===== config.mk =====
export PLATFORM = sky130hd
export DESIGN_NAME = chaskey12_ctr_stream_cipher_unit_flat
export DESIGN_NICKNAME = d
export VERILOG_FILES = /design/src/rtl/core/chk12_pkg.sv /design/src/rtl/core/chk12_if.sv /design/src/rtl/core/chk12_front.sv /design/src/rtl/core/chk12_queue.sv /design/src/rtl/core/chk12_keygen.sv /design/src/rtl/core/chk12_back.sv /design/src/rtl/core/chaskey12_ctr_stream_cipher_unit.sv /design/src/flat_wrapper.sv
export SDC_FILE = /design/constraint.sdc
export NUM_CORES = 2
export LEC_CHECK = 0
export BUFFER_PORTS_ARGS = -buffer_cell sky130_fd_sc_hd__buf_2
export CAP_MARGIN = 30
export CORE_MARGIN = 5
export CORE_UTILIZATION = 25
export CTS_BUF_LIST = sky130_fd_sc_hd__clkbuf_4 sky130_fd_sc_hd__clkbuf_8
export DETAILED_ROUTE_END_ITERATION = 6
export PLACE_DENSITY_LB_ADDON = 0.1
export REMOVE_ABC_BUFFERS = 1
export SLEW_MARGIN = 20
export SYNTH_ARGS = -nofsm -noshare
export SYNTH_HDL_FRONTEND = slang
export SYNTH_SLANG_ARGS = --single-unit

===== constraint.sdc =====
create_clock -name clock -period 13.3 [get_ports clock]
set_clock_uncertainty 0.1 [all_clocks]
set_input_delay 1.33 -clock clock [delete_from_list [all_inputs] [get_ports clock]]
set_output_delay 1.33 -clock clock [all_outputs]
set_load 0.02 [all_outputs]

===== src/rtl/core/chk12_pkg.sv =====
// ----------------------------------------------------------------------------
// chk12_pkg
// Shared types, constants and the ARX round function of the Chaskey-12
// counter-mode byte cipher.
// ----------------------------------------------------------------------------
`default_nettype none

package chk12_pkg;

   localparam int unsigned DATA_W      = 8;
   localparam int unsigned POS_W       = 4;
   localparam int unsigned COUNT_W     = 32;
   localparam int unsigned WORD_W      = 32;
   localparam int unsigned BLOCK_W     = 128;
   localparam int unsigned NONCE_W     = 96;
   localparam int unsigned CSR_IDX_W   = 2;
   localparam int unsigned CSR_DATA_W  = 64;
   localparam int unsigned QUEUE_DEPTH = 4;
   localparam int unsigned QPTR_W      = $clog2(QUEUE_DEPTH);
   localparam int unsigned QCNT_W      = $clog2(QUEUE_DEPTH + 1);

   typedef enum logic [CSR_IDX_W-1:0] {
      CSR_KEY_LOW    = 2'd0,
      CSR_KEY_HIGH   = 2'd1,
      CSR_NONCE_LOW  = 2'd2,
      CSR_NONCE_HIGH = 2'd3
   } chk12_csr_type;

   typedef struct packed {
      logic [DATA_W-1:0]  data;
      logic [POS_W-1:0]   pos;
      logic               need_new;
      logic [COUNT_W-1:0] count;
   } chk12_item_type;

   typedef struct packed {
      logic               start;
      logic [COUNT_W-1:0] count;
   } chk12_kreq_type;

   typedef struct packed {
      logic               busy;
      logic               pf_valid;
      logic [COUNT_W-1:0] eng_count;
      logic [COUNT_W-1:0] pf_count;
   } chk12_kstat_type;

   function automatic logic [BLOCK_W-1:0] chk12_round(input logic [BLOCK_W-1:0] s);
      logic [WORD_W-1:0] w0;
      logic [WORD_W-1:0] w1;
      logic [WORD_W-1:0] w2;
      logic [WORD_W-1:0] w3;
      w0 = s[31:0];
      w1 = s[63:32];
      w2 = s[95:64];
      w3 = s[127:96];
      w0 = w0 + w1;
      w1 = {w1[26:0], w1[31:27]} ^ w0;
      w0 = {w0[15:0], w0[31:16]};
      w2 = w2 + w3;
      w3 = {w3[23:0], w3[31:24]} ^ w2;
      w0 = w0 + w3;
      w3 = {w3[18:0], w3[31:19]} ^ w0;
      w2 = w2 + w1;
      w1 = {w1[24:0], w1[31:25]} ^ w2;
      w2 = {w2[15:0], w2[31:16]};
      return {w3, w2, w1, w0};
   endfunction

endpackage

`default_nettype wire


===== src/rtl/core/chk12_if.sv =====
// ----------------------------------------------------------------------------
// chk12 stream interfaces
// Valid/ready channels for request bytes and response bytes.
// ----------------------------------------------------------------------------
`default_nettype none

interface chk12_req_if;
   logic       valid;
   logic       ready;
   logic [7:0] data_byte;
   logic       first_byte;

   modport source (output valid, output data_byte, output first_byte, input ready);
   modport sink (input valid, input data_byte, input first_byte, output ready);
endinterface

interface chk12_rsp_if;
   logic       valid;
   logic       ready;
   logic [7:0] out_byte;

   modport source (output valid, output out_byte, input ready);
   modport sink (input valid, input out_byte, output ready);
endinterface

`default_nettype wire


===== src/rtl/core/chk12_front.sv =====
// ----------------------------------------------------------------------------
// chk12_front
// Accepts request beats, tracks byte position and block counter, and tags
// each beat with its position, block number and block-start flag.
// ----------------------------------------------------------------------------
`default_nettype none

module chk12_front import chk12_pkg::*; (
   input  wire logic     clock,
   input  wire logic     reset,
   chk12_req_if.sink     req,
   input  wire logic     q_full,
   output logic          push,
   output chk12_item_type push_item
);

   logic [POS_W-1:0]   pos_ff;
   logic [POS_W-1:0]   pos_in;
   logic [COUNT_W-1:0] bc_ff;
   logic [COUNT_W-1:0] bc_in;
   logic [POS_W-1:0]   eff_pos;
   logic [COUNT_W-1:0] eff_count;

   assign req.ready = !q_full;
   assign push      = req.valid && !q_full;

   always_comb begin
      eff_pos   = req.first_byte ? '0 : pos_ff;
      eff_count = req.first_byte ? '0 : bc_ff;
      pos_in    = eff_pos + POS_W'(1);
      bc_in     = (eff_pos == '1) ? eff_count + COUNT_W'(1) : eff_count;
      push_item.data     = req.data_byte;
      push_item.pos      = eff_pos;
      push_item.need_new = (eff_pos == '0);
      push_item.count    = eff_count;
   end

   always_ff @(posedge clock) begin
      if (reset) begin
         pos_ff <= '0;
         bc_ff  <= '0;
      end else if (push) begin
         pos_ff <= pos_in;
         bc_ff  <= bc_in;
      end
   end

endmodule

`default_nettype wire


===== src/rtl/core/chk12_queue.sv =====
// ----------------------------------------------------------------------------
// chk12_queue
// Small FIFO of tagged beats between the front and the back.
// ----------------------------------------------------------------------------
`default_nettype none

module chk12_queue import chk12_pkg::*; (
   input  wire logic      clock,
   input  wire logic      reset,
   input  wire logic      push,
   input  chk12_item_type push_item,
   input  wire logic      pop,
   output logic           full,
   output logic           head_valid,
   output chk12_item_type head
);

   chk12_item_type      entries_ff [QUEUE_DEPTH];
   logic [QPTR_W-1:0]   wr_ptr_ff;
   logic [QPTR_W-1:0]   rd_ptr_ff;
   logic [QCNT_W-1:0]   count_ff;
   logic [QCNT_W-1:0]   count_in;

   assign full       = (count_ff == QCNT_W'(QUEUE_DEPTH));
   assign head_valid = (count_ff != '0);
   assign head       = entries_ff[rd_ptr_ff];

   always_comb begin
      priority if (push && !pop) begin
         count_in = count_ff + QCNT_W'(1);
      end else if (pop && !push) begin
         count_in = count_ff - QCNT_W'(1);
      end else begin
         count_in = count_ff;
      end
   end

   always_ff @(posedge clock) begin
      if (push) begin
         entries_ff[wr_ptr_ff] <= push_item;
      end
   end

   always_ff @(posedge clock) begin
      if (reset) begin
         wr_ptr_ff <= '0;
         rd_ptr_ff <= '0;
         count_ff  <= '0;
      end else begin
         if (push) begin
            wr_ptr_ff <= wr_ptr_ff + QPTR_W'(1);
         end
         if (pop) begin
            rd_ptr_ff <= rd_ptr_ff + QPTR_W'(1);
         end
         count_ff <= count_in;
      end
   end

   a_no_overflow : assert property (@(posedge clock) disable iff (reset)
      count_ff <= QCNT_W'(QUEUE_DEPTH))
      else $error("queue fill beyond depth");

   a_no_underflow : assert property (@(posedge clock) disable iff (reset)
      pop |-> head_valid)
      else $error("pop from empty queue");

endmodule

`default_nettype wire


===== src/rtl/core/chk12_keygen.sv =====
// ----------------------------------------------------------------------------
// chk12_keygen
// Iterative keystream block generator: one ARX round per cycle, result
// held in a prefetch register tagged with its block number.
// ----------------------------------------------------------------------------
`default_nettype none

module chk12_keygen import chk12_pkg::*; #(
   parameter int unsigned ROUNDS = 12
) (
   input  wire logic              clock,
   input  wire logic              reset,
   input  wire logic              kill,
   input  chk12_kreq_type         kreq,
   input  wire logic [BLOCK_W-1:0] key,
   input  wire logic [NONCE_W-1:0] nonce,
   output chk12_kstat_type        kstat,
   output logic [BLOCK_W-1:0]     pf_block
);

   localparam int unsigned RND_W = (ROUNDS > 1) ? $clog2(ROUNDS) : 1;
   localparam logic [RND_W-1:0] RND_LAST = RND_W'(ROUNDS - 1);

   logic                busy_ff;
   logic                pf_valid_ff;
   logic [RND_W-1:0]    rnd_ff;
   logic [BLOCK_W-1:0]  state_ff;
   logic [BLOCK_W-1:0]  state_in;
   logic [BLOCK_W-1:0]  pf_block_ff;
   logic [COUNT_W-1:0]  eng_count_ff;
   logic [COUNT_W-1:0]  pf_count_ff;
   logic                done;

   assign state_in = chk12_round(state_ff);
   assign done     = busy_ff && (rnd_ff == RND_LAST) && !kill && !kreq.start;

   assign kstat.busy      = busy_ff;
   assign kstat.pf_valid  = pf_valid_ff;
   assign kstat.eng_count = eng_count_ff;
   assign kstat.pf_count  = pf_count_ff;
   assign pf_block        = pf_block_ff;

   always_ff @(posedge clock) begin
      if (reset) begin
         busy_ff     <= 1'b0;
         pf_valid_ff <= 1'b0;
         rnd_ff      <= '0;
      end else begin
         priority if (kill) begin
            busy_ff     <= 1'b0;
            pf_valid_ff <= 1'b0;
         end else if (kreq.start) begin
            busy_ff     <= 1'b1;
            pf_valid_ff <= 1'b0;
            rnd_ff      <= '0;
         end else if (busy_ff) begin
            rnd_ff <= rnd_ff + RND_W'(1);
            if (rnd_ff == RND_LAST) begin
               busy_ff     <= 1'b0;
               pf_valid_ff <= 1'b1;
            end
         end else begin
            busy_ff <= busy_ff;
         end
      end
   end

   always_ff @(posedge clock) begin
      if (kreq.start) begin
         state_ff     <= {kreq.count, nonce} ^ key;
         eng_count_ff <= kreq.count;
      end else if (busy_ff) begin
         state_ff <= state_in;
      end
      if (done) begin
         pf_block_ff <= state_in ^ key;
         pf_count_ff <= eng_count_ff;
      end
   end

   a_busy_excl : assert property (@(posedge clock) disable iff (reset)
      !(busy_ff && pf_valid_ff))
      else $error("generator busy while holding a finished block");

   a_done_fills : assert property (@(posedge clock) disable iff (reset)
      done |=> pf_valid_ff)
      else $error("finished block not posted");

endmodule

`default_nettype wire


===== src/rtl/core/chk12_back.sv =====
// ----------------------------------------------------------------------------
// chk12_back
// Pops tagged beats, swaps in the next keystream block at block starts,
// XORs the keystream byte and drives the response register.
// ----------------------------------------------------------------------------
`default_nettype none

module chk12_back import chk12_pkg::*; (
   input  wire logic               clock,
   input  wire logic               reset,
   input  wire logic               head_valid,
   input  chk12_item_type          head,
   output logic                    pop,
   input  chk12_kstat_type         kstat,
   input  wire logic [BLOCK_W-1:0] pf_block,
   output chk12_kreq_type          kreq,
   chk12_rsp_if.source             rsp
);

   logic [BLOCK_W-1:0] ks_ff;
   logic [COUNT_W-1:0] spec_next_ff;
   logic               rsp_valid_ff;
   logic [DATA_W-1:0]  rsp_byte_ff;
   logic               blk_ready;
   logic               can_out;
   logic               fire;
   logic               fire_new;
   logic               demand;
   logic [BLOCK_W-1:0] blk;
   logic [DATA_W-1:0]  ks_byte;

   always_comb begin
      blk_ready = kstat.pf_valid && (kstat.pf_count == head.count);
      can_out   = !rsp_valid_ff || rsp.ready;
      fire      = head_valid && can_out && (!head.need_new || blk_ready);
      fire_new  = fire && head.need_new;
      demand    = head_valid && head.need_new && !blk_ready &&
                  !(kstat.busy && (kstat.eng_count == head.count));
      kreq.start = fire_new || demand || (!kstat.busy && !kstat.pf_valid);
      priority if (fire_new) begin
         kreq.count = head.count + COUNT_W'(1);
      end else if (demand) begin
         kreq.count = head.count;
      end else begin
         kreq.count = spec_next_ff;
      end
      blk     = head.need_new ? pf_block : ks_ff;
      ks_byte = blk[{head.pos, 3'b000} +: DATA_W];
   end

   assign pop          = fire;
   assign rsp.valid    = rsp_valid_ff;
   assign rsp.out_byte = rsp_byte_ff;

   always_ff @(posedge clock) begin
      if (reset) begin
         rsp_valid_ff <= 1'b0;
         spec_next_ff <= '0;
      end else begin
         if (fire) begin
            rsp_valid_ff <= 1'b1;
         end else if (rsp.ready) begin
            rsp_valid_ff <= 1'b0;
         end
         if (fire_new) begin
            spec_next_ff <= head.count + COUNT_W'(1);
         end
      end
   end

   always_ff @(posedge clock) begin
      if (fire) begin
         rsp_byte_ff <= head.data ^ ks_byte;
      end
      if (fire_new) begin
         ks_ff <= pf_block;
      end
   end

   a_block_match : assert property (@(posedge clock) disable iff (reset)
      fire_new |-> (kstat.pf_valid && kstat.pf_count == head.count))
      else $error("block start served with wrong keystream block");

   a_hold_on_stall : assert property (@(posedge clock) disable iff (reset)
      (rsp_valid_ff && !rsp.ready) |-> !fire)
      else $error("response overwritten while stalled");

endmodule

`default_nettype wire


===== src/rtl/core/chaskey12_ctr_stream_cipher_unit.sv =====
// ----------------------------------------------------------------------------
// chaskey12_ctr_stream_cipher_unit
// Chaskey-12 counter-mode byte cipher: each request byte is XORed with the
// next keystream byte; the same path encrypts and decrypts.
// ----------------------------------------------------------------------------
//  port   dir     handshake          payload
//  req    sink    valid / ready      data_byte[7:0], first_byte
//  rsp    source  valid / ready      out_byte[7:0]
//  csr    in      csr_we             csr_index[1:0], csr_wdata[63:0]
//
//  One byte per cycle sustained while rsp is ready, for ROUNDS up to 15
//  (more rounds stall at each block start); each beat passes through the
//  queue and the response register. A keystream block is computed in the
//  single-round generator and is prefetched during the previous block.
//  A restart or the first block after a csr write stalls until the
//  generator delivers that block. Reset clears counters, queue and csr values.
// ----------------------------------------------------------------------------
`default_nettype none

module chaskey12_ctr_stream_cipher_unit import chk12_pkg::*; #(
   parameter int unsigned ROUNDS = 12
) (
   input  wire logic                  clock,
   input  wire logic                  reset,
   chk12_req_if.sink                  req,
   chk12_rsp_if.source                rsp,
   input  wire logic                  csr_we,
   input  wire logic [CSR_IDX_W-1:0]  csr_index,
   input  wire logic [CSR_DATA_W-1:0] csr_wdata
);

   logic [63:0]        key_low_ff;
   logic [63:0]        key_high_ff;
   logic [63:0]        nonce_low_ff;
   logic [31:0]        nonce_high_ff;

   logic               push;
   chk12_item_type     push_item;
   logic               q_full;
   logic               pop;
   logic               head_valid;
   chk12_item_type     head;
   chk12_kreq_type     kreq;
   chk12_kstat_type    kstat;
   logic [BLOCK_W-1:0] pf_block;

   always_ff @(posedge clock) begin
      if (reset) begin
         key_low_ff    <= '0;
         key_high_ff   <= '0;
         nonce_low_ff  <= '0;
         nonce_high_ff <= '0;
      end else if (csr_we) begin
         unique case (chk12_csr_type'(csr_index))
            CSR_KEY_LOW:    key_low_ff    <= csr_wdata;
            CSR_KEY_HIGH:   key_high_ff   <= csr_wdata;
            CSR_NONCE_LOW:  nonce_low_ff  <= csr_wdata;
            CSR_NONCE_HIGH: nonce_high_ff <= csr_wdata[31:0];
            default:        key_low_ff    <= key_low_ff;
         endcase
      end
   end

   chk12_front u_front (
      .clock     (clock),
      .reset     (reset),
      .req       (req),
      .q_full    (q_full),
      .push      (push),
      .push_item (push_item)
   );

   chk12_queue u_queue (
      .clock      (clock),
      .reset      (reset),
      .push       (push),
      .push_item  (push_item),
      .pop        (pop),
      .full       (q_full),
      .head_valid (head_valid),
      .head       (head)
   );

   chk12_keygen #(
      .ROUNDS (ROUNDS)
   ) u_keygen (
      .clock    (clock),
      .reset    (reset),
      .kill     (csr_we),
      .kreq     (kreq),
      .key      ({key_high_ff, key_low_ff}),
      .nonce    ({nonce_high_ff, nonce_low_ff}),
      .kstat    (kstat),
      .pf_block (pf_block)
   );

   chk12_back u_back (
      .clock      (clock),
      .reset      (reset),
      .head_valid (head_valid),
      .head       (head),
      .pop        (pop),
      .kstat      (kstat),
      .pf_block   (pf_block),
      .kreq       (kreq),
      .rsp        (rsp)
   );

endmodule

`default_nettype wire

===== src/flat_wrapper.sv =====
// flat-port wrapper written by rule: the top's interface ports become plain ports
module chaskey12_ctr_stream_cipher_unit_flat import chk12_pkg::*;
#(
   parameter int unsigned ROUNDS = 12
)
  (clock, reset, csr_we, csr_index, csr_wdata, req_valid, req_data_byte, req_first_byte, req_ready, rsp_valid, rsp_out_byte, rsp_ready);
  chk12_req_if req_i ();
  chk12_rsp_if rsp_i ();
  input  wire logic clock;
  input  wire logic reset;
  input  wire logic csr_we;
  input  wire logic [CSR_IDX_W-1:0] csr_index;
  input  wire logic [CSR_DATA_W-1:0] csr_wdata;
  input wire logic [$bits(req_i.valid)-1:0] req_valid;
  input wire logic [$bits(req_i.data_byte)-1:0] req_data_byte;
  input wire logic [$bits(req_i.first_byte)-1:0] req_first_byte;
  output wire logic [$bits(req_i.ready)-1:0] req_ready;
  output wire logic [$bits(rsp_i.valid)-1:0] rsp_valid;
  output wire logic [$bits(rsp_i.out_byte)-1:0] rsp_out_byte;
  input wire logic [$bits(rsp_i.ready)-1:0] rsp_ready;
  assign req_i.valid = req_valid;
  assign req_i.data_byte = req_data_byte;
  assign req_i.first_byte = req_first_byte;
  assign req_ready = req_i.ready;
  assign rsp_valid = rsp_i.valid;
  assign rsp_out_byte = rsp_i.out_byte;
  assign rsp_i.ready = rsp_ready;
  chaskey12_ctr_stream_cipher_unit #(.ROUNDS(ROUNDS)) u_core (.clock(clock), .reset(reset), .req(req_i), .rsp(rsp_i), .csr_we(csr_we), .csr_index(csr_index), .csr_wdata(csr_wdata));
endmodule

### Yosys cells after proc, flatten, opt, wreduce, memory -nomap -nowiden

Memories as Yosys holds them, arrays and structs flattened. A register that Yosys moved wholly into a read port is not among the register bits.
Cells that the tools add are included.

* register bits: 762
* memory bits (writable): 180
* input bits: 80
* output and inout bits: 10
* word-level logic and storage cells: 115
* memories kept: 1

* add/sub/neg operators: 12
* equality and inequality tests: 8
* shift-type cells: 1
* mux-type cells: 21
* bitwise operators: 8
* reductions and logical operators: 44

Memory list
* u_core.u_queue.entries_ff: words 4, bits a word 45, read ports 1, clocked after memory_dff 1, write ports 1, RTL line chk12_queue.sv:18 `chk12_item_type entries_ff [QUEUE_DEPTH];`

Operators with widths (count)
* $mux 128: 3
* $xor 128x128->128: 2
* $add 32x32->32: 4
* $mux 32: 4
* $shiftx 128x8->8: 1
* $xor 32x32->32: 4
* $add 32x1->32 const B: 2
* $eq 32x32->1: 2
* $logic_and 1x1->1: 15
* $mux 4: 3
* $reduce_and 2->1: 6
* $logic_not 1->1: 11
* $add 4x1->4 const B: 2
* $eq 4x4->1 const B: 2
* $xor 8x8->8: 1
* $mux 1: 7
* $mux 3: 2
* $reduce_bool 2->1: 3
* $add 2x1->2 const B: 2
* $eq 2x2->1 const B: 2
* $logic_not 4->1: 1
* $logic_or 1x1->1: 4
* $mux 2: 2
* $add 3x1->3 const B: 1
* 8 further kinds: 8

### Logic depth before layout (Yosys ltp)

* depth in word-level cells: 9
* gate-level depth with buffers: 22
* depth with buffers taken out: 22

### By module

Synthesis repeated with hierarchy kept, for this count alone.

* cell total of the unflattened synthesis: 4037
* area, all modules: 49387.4 um^2

Modules (own cells, without submodules)
* chk12_keygen: instances 1, cells an instance 1929, area each 21361.7 um^2
* chk12_back: instances 1, cells an instance 738, area each 9930.8 um^2
* chaskey12_ctr_stream_cipher_unit: instances 1, cells an instance 798, area each 8877.3 um^2
* chk12_queue: instances 1, cells an instance 279, area each 6984.2 um^2
* chk12_front: instances 1, cells an instance 293, area each 2233.4 um^2

### Least setup slack after synthesis

Ideal clock, no wire load.

* path kind: register to register
* start point: reg with a tool-made name
* end point: reg u_core.u_keygen.pf_block_ff[0] (netlist: u_core.u_keygen.pf_block[0]), enable pin
* arrival time: 11.441 ns
* data required time: 12.436 ns
* path slack: 0.994 ns
* stages on the path, launching flop included: 14
* path buffers: 4
* period minus slack after synthesis: 12.306 ns
* cells stage by stage: dfxtp_1 buf_6 buf_6 mux4_2 xnor2_2 nand4_1 a2111oi_4 o2111ai_2 and3_1 buf_6 nor2_4 inv_2 buf_4 nor4b_2

RTL lines
* to (signal assigned): RTL line chk12_keygen.sv:76 `pf_block_ff <= state_in ^ key;`
* to (decl): RTL line chk12_keygen.sv:29 `logic [BLOCK_W-1:0] pf_block_ff;`

### Final worst setup path

* start point: reg u_core.u_keygen.state_ff[32]
* end point: reg u_core.u_keygen.state_ff[127] (data pin)

* longest elaborated chain between the ends: 5

RTL lines
* from (decl): RTL line chk12_keygen.sv:27 `logic [BLOCK_W-1:0] state_ff;`
* from (signal assigned): RTL line chk12_keygen.sv:70 `state_ff <= {kreq.count, nonce} ^ key;`
* from (signal assigned): RTL line chk12_keygen.sv:73 `state_ff <= state_in;`
* $add 32x32->32: RTL line chk12_pkg.sv:57 `w0 = w0 + w1;`
* $add 32x32->32: RTL line chk12_pkg.sv:62 `w0 = w0 + w3;`
* $xor 32x32->32: RTL line chk12_pkg.sv:63 `w3 = {w3[18:0], w3[31:19]} ^ w0;`
* $mux 128: RTL line chk12_keygen.sv:72 `end else if (busy_ff) begin`
* $mux 128: RTL line chk12_keygen.sv:69 `if (kreq.start) begin`

Every way passes these cells. The select of a mux whose other input is x is not followed.
A chain may end at the register's enable or synchronous reset.

==> flow_metrics.env <==
export IMPL_syn_inst=4219
export IMPL_cts_resized=0
export IMPL_first_pass_iters=5
export IMPL_post_dp_cell_area_um2=51000
export IMPL_core_area_um2=190000
export IMPL_crit_arrival_ns=7.88
export IMPL_grt_use_total_pct=19.3
export IMPL_grt_max_degree=149
export IMPL_cts_setup_buffers=0
export IMPL_status="completed"
export IMPL_path_class="reg -> reg"
export IMPL_die_y_um=446
export IMPL_cp_max_fo=6
export IMPL_worstPathRequired_ns=13.86
export IMPL_grt_pass1_vias=33132
export IMPL_async_flop_share_pct=0
export IMPL_max_cap_violations=0
export IMPL_relSlewSlack_pct=21.9
export IMPL_synth_largest_area_cell="edfxtp_1"
export IMPL_avgSynthCellArea_um2=11.3
export IMPL_die_area_um2=199000
export IMPL_finalSetupViolCount=0
export IMPL_crit_path_end_kind="register"
export IMPL_grt_overflow_total=0
export IMPL_fin_ws_ns=5.98
export IMPL_cp_start_kind="register"
export IMPL_dp_hpwl_um=146000
export IMPL_io_buffer_count=89
export IMPL_cts_buffers=178
export IMPL_drcViolationCount=0
export IMPL_vias=33878
export IMPL_fin_crit_sh_pct=55.1
export IMPL_max_clock_path_buffers=3
export IMPL_hold_viol=0
export IMPL_yosysTopAreaCellShare_pct=40.1
export IMPL_maxSlewViolCount=0
export IMPL_synth_edff_count=636
export IMPL_synth_ff_type="edfxtp_1"
export IMPL_ioPinCount=90
export IMPL_synth_area_um2=47600
export IMPL_hold_path_class="reg -> reg"
export IMPL_clkSinkCount=944
export IMPL_whs_ns=0.333
export IMPL_dp_slack_ns=6.05
export IMPL_detail_route_antenna_nets=0
export IMPL_layout_nets=4580
export IMPL_wire_per_inst_um=27.8
export IMPL_area_growth_synth_to_final_pct=15.2
export IMPL_yosysSeqAreaShare_pct=53.1
export IMPL_initial_core_util_pct=25.1
export IMPL_row_count=160
export IMPL_vias_per_cell=4.82
export IMPL_worst_pin_slew_ns=1.16
export IMPL_holdBufCountCts=0
export IMPL_grt_antenna_before_repair=30
export IMPL_drt_total_wl_um=196000
export IMPL_grt_pass1_wl_um=270000
export IMPL_die_x_um=446
export IMPL_cts_htree_levels=4
export IMPL_gp_congestion=0.949
export IMPL_fmax_mhz=137
export IMPL_timing_final_crit_period_ns=7.32
export IMPL_drt_iter0_drc=2828
export IMPL_ys_ff_latch=944
export IMPL_rsz0062_at_grt="no"
export IMPL_cts_root_buf="clkbuf_8"
export IMPL_drive_gt1_share_pct=14.6
export IMPL_synth_area_leaders="edfxtp_1 (40%), dfxtp_1 (13%), xnor2_1 (7.1%)"
export IMPL_clk_latency_ns=0.94
export IMPL_yosysWarningCount=0
export IMPL_synth_cell_types=93
export IMPL_final_area_um2=54800
export IMPL_cts_clk_slew_worst_paths_ns=0.08
export IMPL_cts_tree="done"
export IMPL_fillers=19667
stage by stage:
step | std cells | TNS (ns) | utilization (%)
final | 7033 | 0 | 28.9
after global routing | 7027 | 0 | 28.9
after CTS | 7023 | 0 | 28.9
after detailed placement | 6691 | 0 | 26.9
after global placement | 6682 | 0 | 26.8
after floorplan | 4017 | -504.64 | -
kinds of logic (layout without fill, tap and decap cells):
family,Yosys count,in the layout,synth area share [%]
buf+inv,262,556,2.35
compound gates,834,834,10.7
other cells,0,9,0
mux,188,188,6.82
flops,944,944,53.1
fa+ha+maj,139,139,3.73
simple gates,1221,1221,11.4
xor+xnor,631,631,11.9
registers in the layout, summed over array words and instances (netlist names), named ones only:
signal and flops:
u_core.u_back.spec_next_ff 32, u_core.u_front.bc_ff 32, u_core.u_queue.wr_ptr_ff 2, u_core.u_queue.count_ff 3, u_core.u_back.rsp.out_byte 8, u_core.u_keygen.busy_ff 1
u_core.u_queue.rd_ptr_ff 2, u_core.nonce_low_ff 64, u_core.u_queue.entries_ff 180, u_core.u_keygen.eng_count_ff 32, u_core.u_back.ks_ff 128, u_core.nonce_high_ff 32
u_core.u_keygen.rnd_ff 4, u_core.u_keygen.state_ff 128, u_core.key_low_ff 64, u_core.u_back.rsp.valid 1, u_core.u_keygen.pf_count_ff 32, u_core.u_keygen.pf_block 128
u_core.key_high_ff 64, u_core.u_front.pos_ff 4, u_core.u_keygen.pf_valid_ff 1
layer usage:
metal | track usage, % | share of wire (%)
met5 | 0 | 0.025
met4 | 4.98 | 2.4
met3 | 3.48 | 5.2
met2 | 29.0 | 43
met1 | 28.4 | 49
cell type report:
type	instances	area, µm²	area share [%]
Antenna cell	9	22.5	0.0411
Clock buffer	297	3540	6.45
Multi-Input combinational cell	3013	21300	38.8
Clock inverter	35	231	0.422
Sequential cell	944	25300	46.1
Tap cell	2511	3140	5.73
Timing Repair Buffer	164	1080	1.96
Inverter	60	240	0.438
layout by cell type, fill, tap and decap left out, types with 89 or more instances in the layout:
cell	instances
nand2_1	705
edfxtp_1	636
xnor2_1	382
a21oi_1	366
dfxtp_1	306
xor2_1	236
clkbuf_8	209
nor2_1	166
o21ai_0	152
ha_1	134
mux4_2	106
buf_2	91
clkbuf_4	89
cells in the mapped netlist, types with 9 or more instances:
| library cell | n |
|---|---|
| nor3b_1 | 9 |
| o21bai_1 | 22 |
| a211oi_1 | 50 |
| o21ai_1 | 16 |
| nand2b_1 | 16 |
| and4_1 | 10 |
| xnor2_1 | 385 |
| nand4_1 | 48 |
| or3_1 | 18 |
| a21o_1 | 58 |
| o21ai_0 | 156 |
| nor3_1 | 50 |
| buf_1 | 9 |
| o221a_2 | 18 |
| ha_1 | 134 |
| nand3_1 | 53 |
| a21oi_1 | 368 |
| nor2b_1 | 64 |
| inv_1 | 57 |
| xor2_1 | 236 |
| o21a_1 | 18 |
| dfxtp_1 | 308 |
| and3_1 | 20 |
| edfxtp_1 | 636 |
| mux2i_1 | 75 |
| nor4_1 | 11 |
| buf_2 | 39 |
| nor2_1 | 167 |
| o211a_1 | 11 |
| and2_1 | 16 |
| mux4_2 | 108 |
| clkbuf_1 | 139 |
| nand2_1 | 705 |
| a31oi_1 | 21 |
| o211ai_1 | 23 |
final timing paths:
path	from	end	slack [ns]	cells past startpoint
max	u_core.u_keygen.state_ff[32]	u_core.u_keygen.state_ff[127]	5.98	21
min	u_core.u_keygen.pf_block[103]	u_core.u_back.ks_ff[103]	0.33	0
max reg2reg	u_core.u_keygen.state_ff[32]	u_core.u_keygen.state_ff[127]	5.98	21
min reg2reg	u_core.u_keygen.pf_block[103]	u_core.u_back.ks_ff[103]	0.33	0
critical path, cell delays in order, from the launching register on:
cell and delay (ns):
edfxtp_1 0.41, ha_1 0.26, fa_1 0.44, a211oi_1 0.34, o21a_1 0.20, or4b_1 0.15
a211oi_1 0.14, a21o_1 0.25, a221oi_1 0.61, o21ai_0 0.20, xnor2_1 0.53, inv_1 0.19
ha_1 0.45, nand4_1 0.19, or2_2 0.38, o311ai_1 0.39, o211ai_1 0.22, o31a_1 0.37
o211ai_1 0.24, xor2_1 0.56, xor2_1 0.31, mux2i_1 0.11
Power is left out: the tool's default activity adds up to more than one toggle a clock period on the data nets, which glitch-free logic cannot reach.
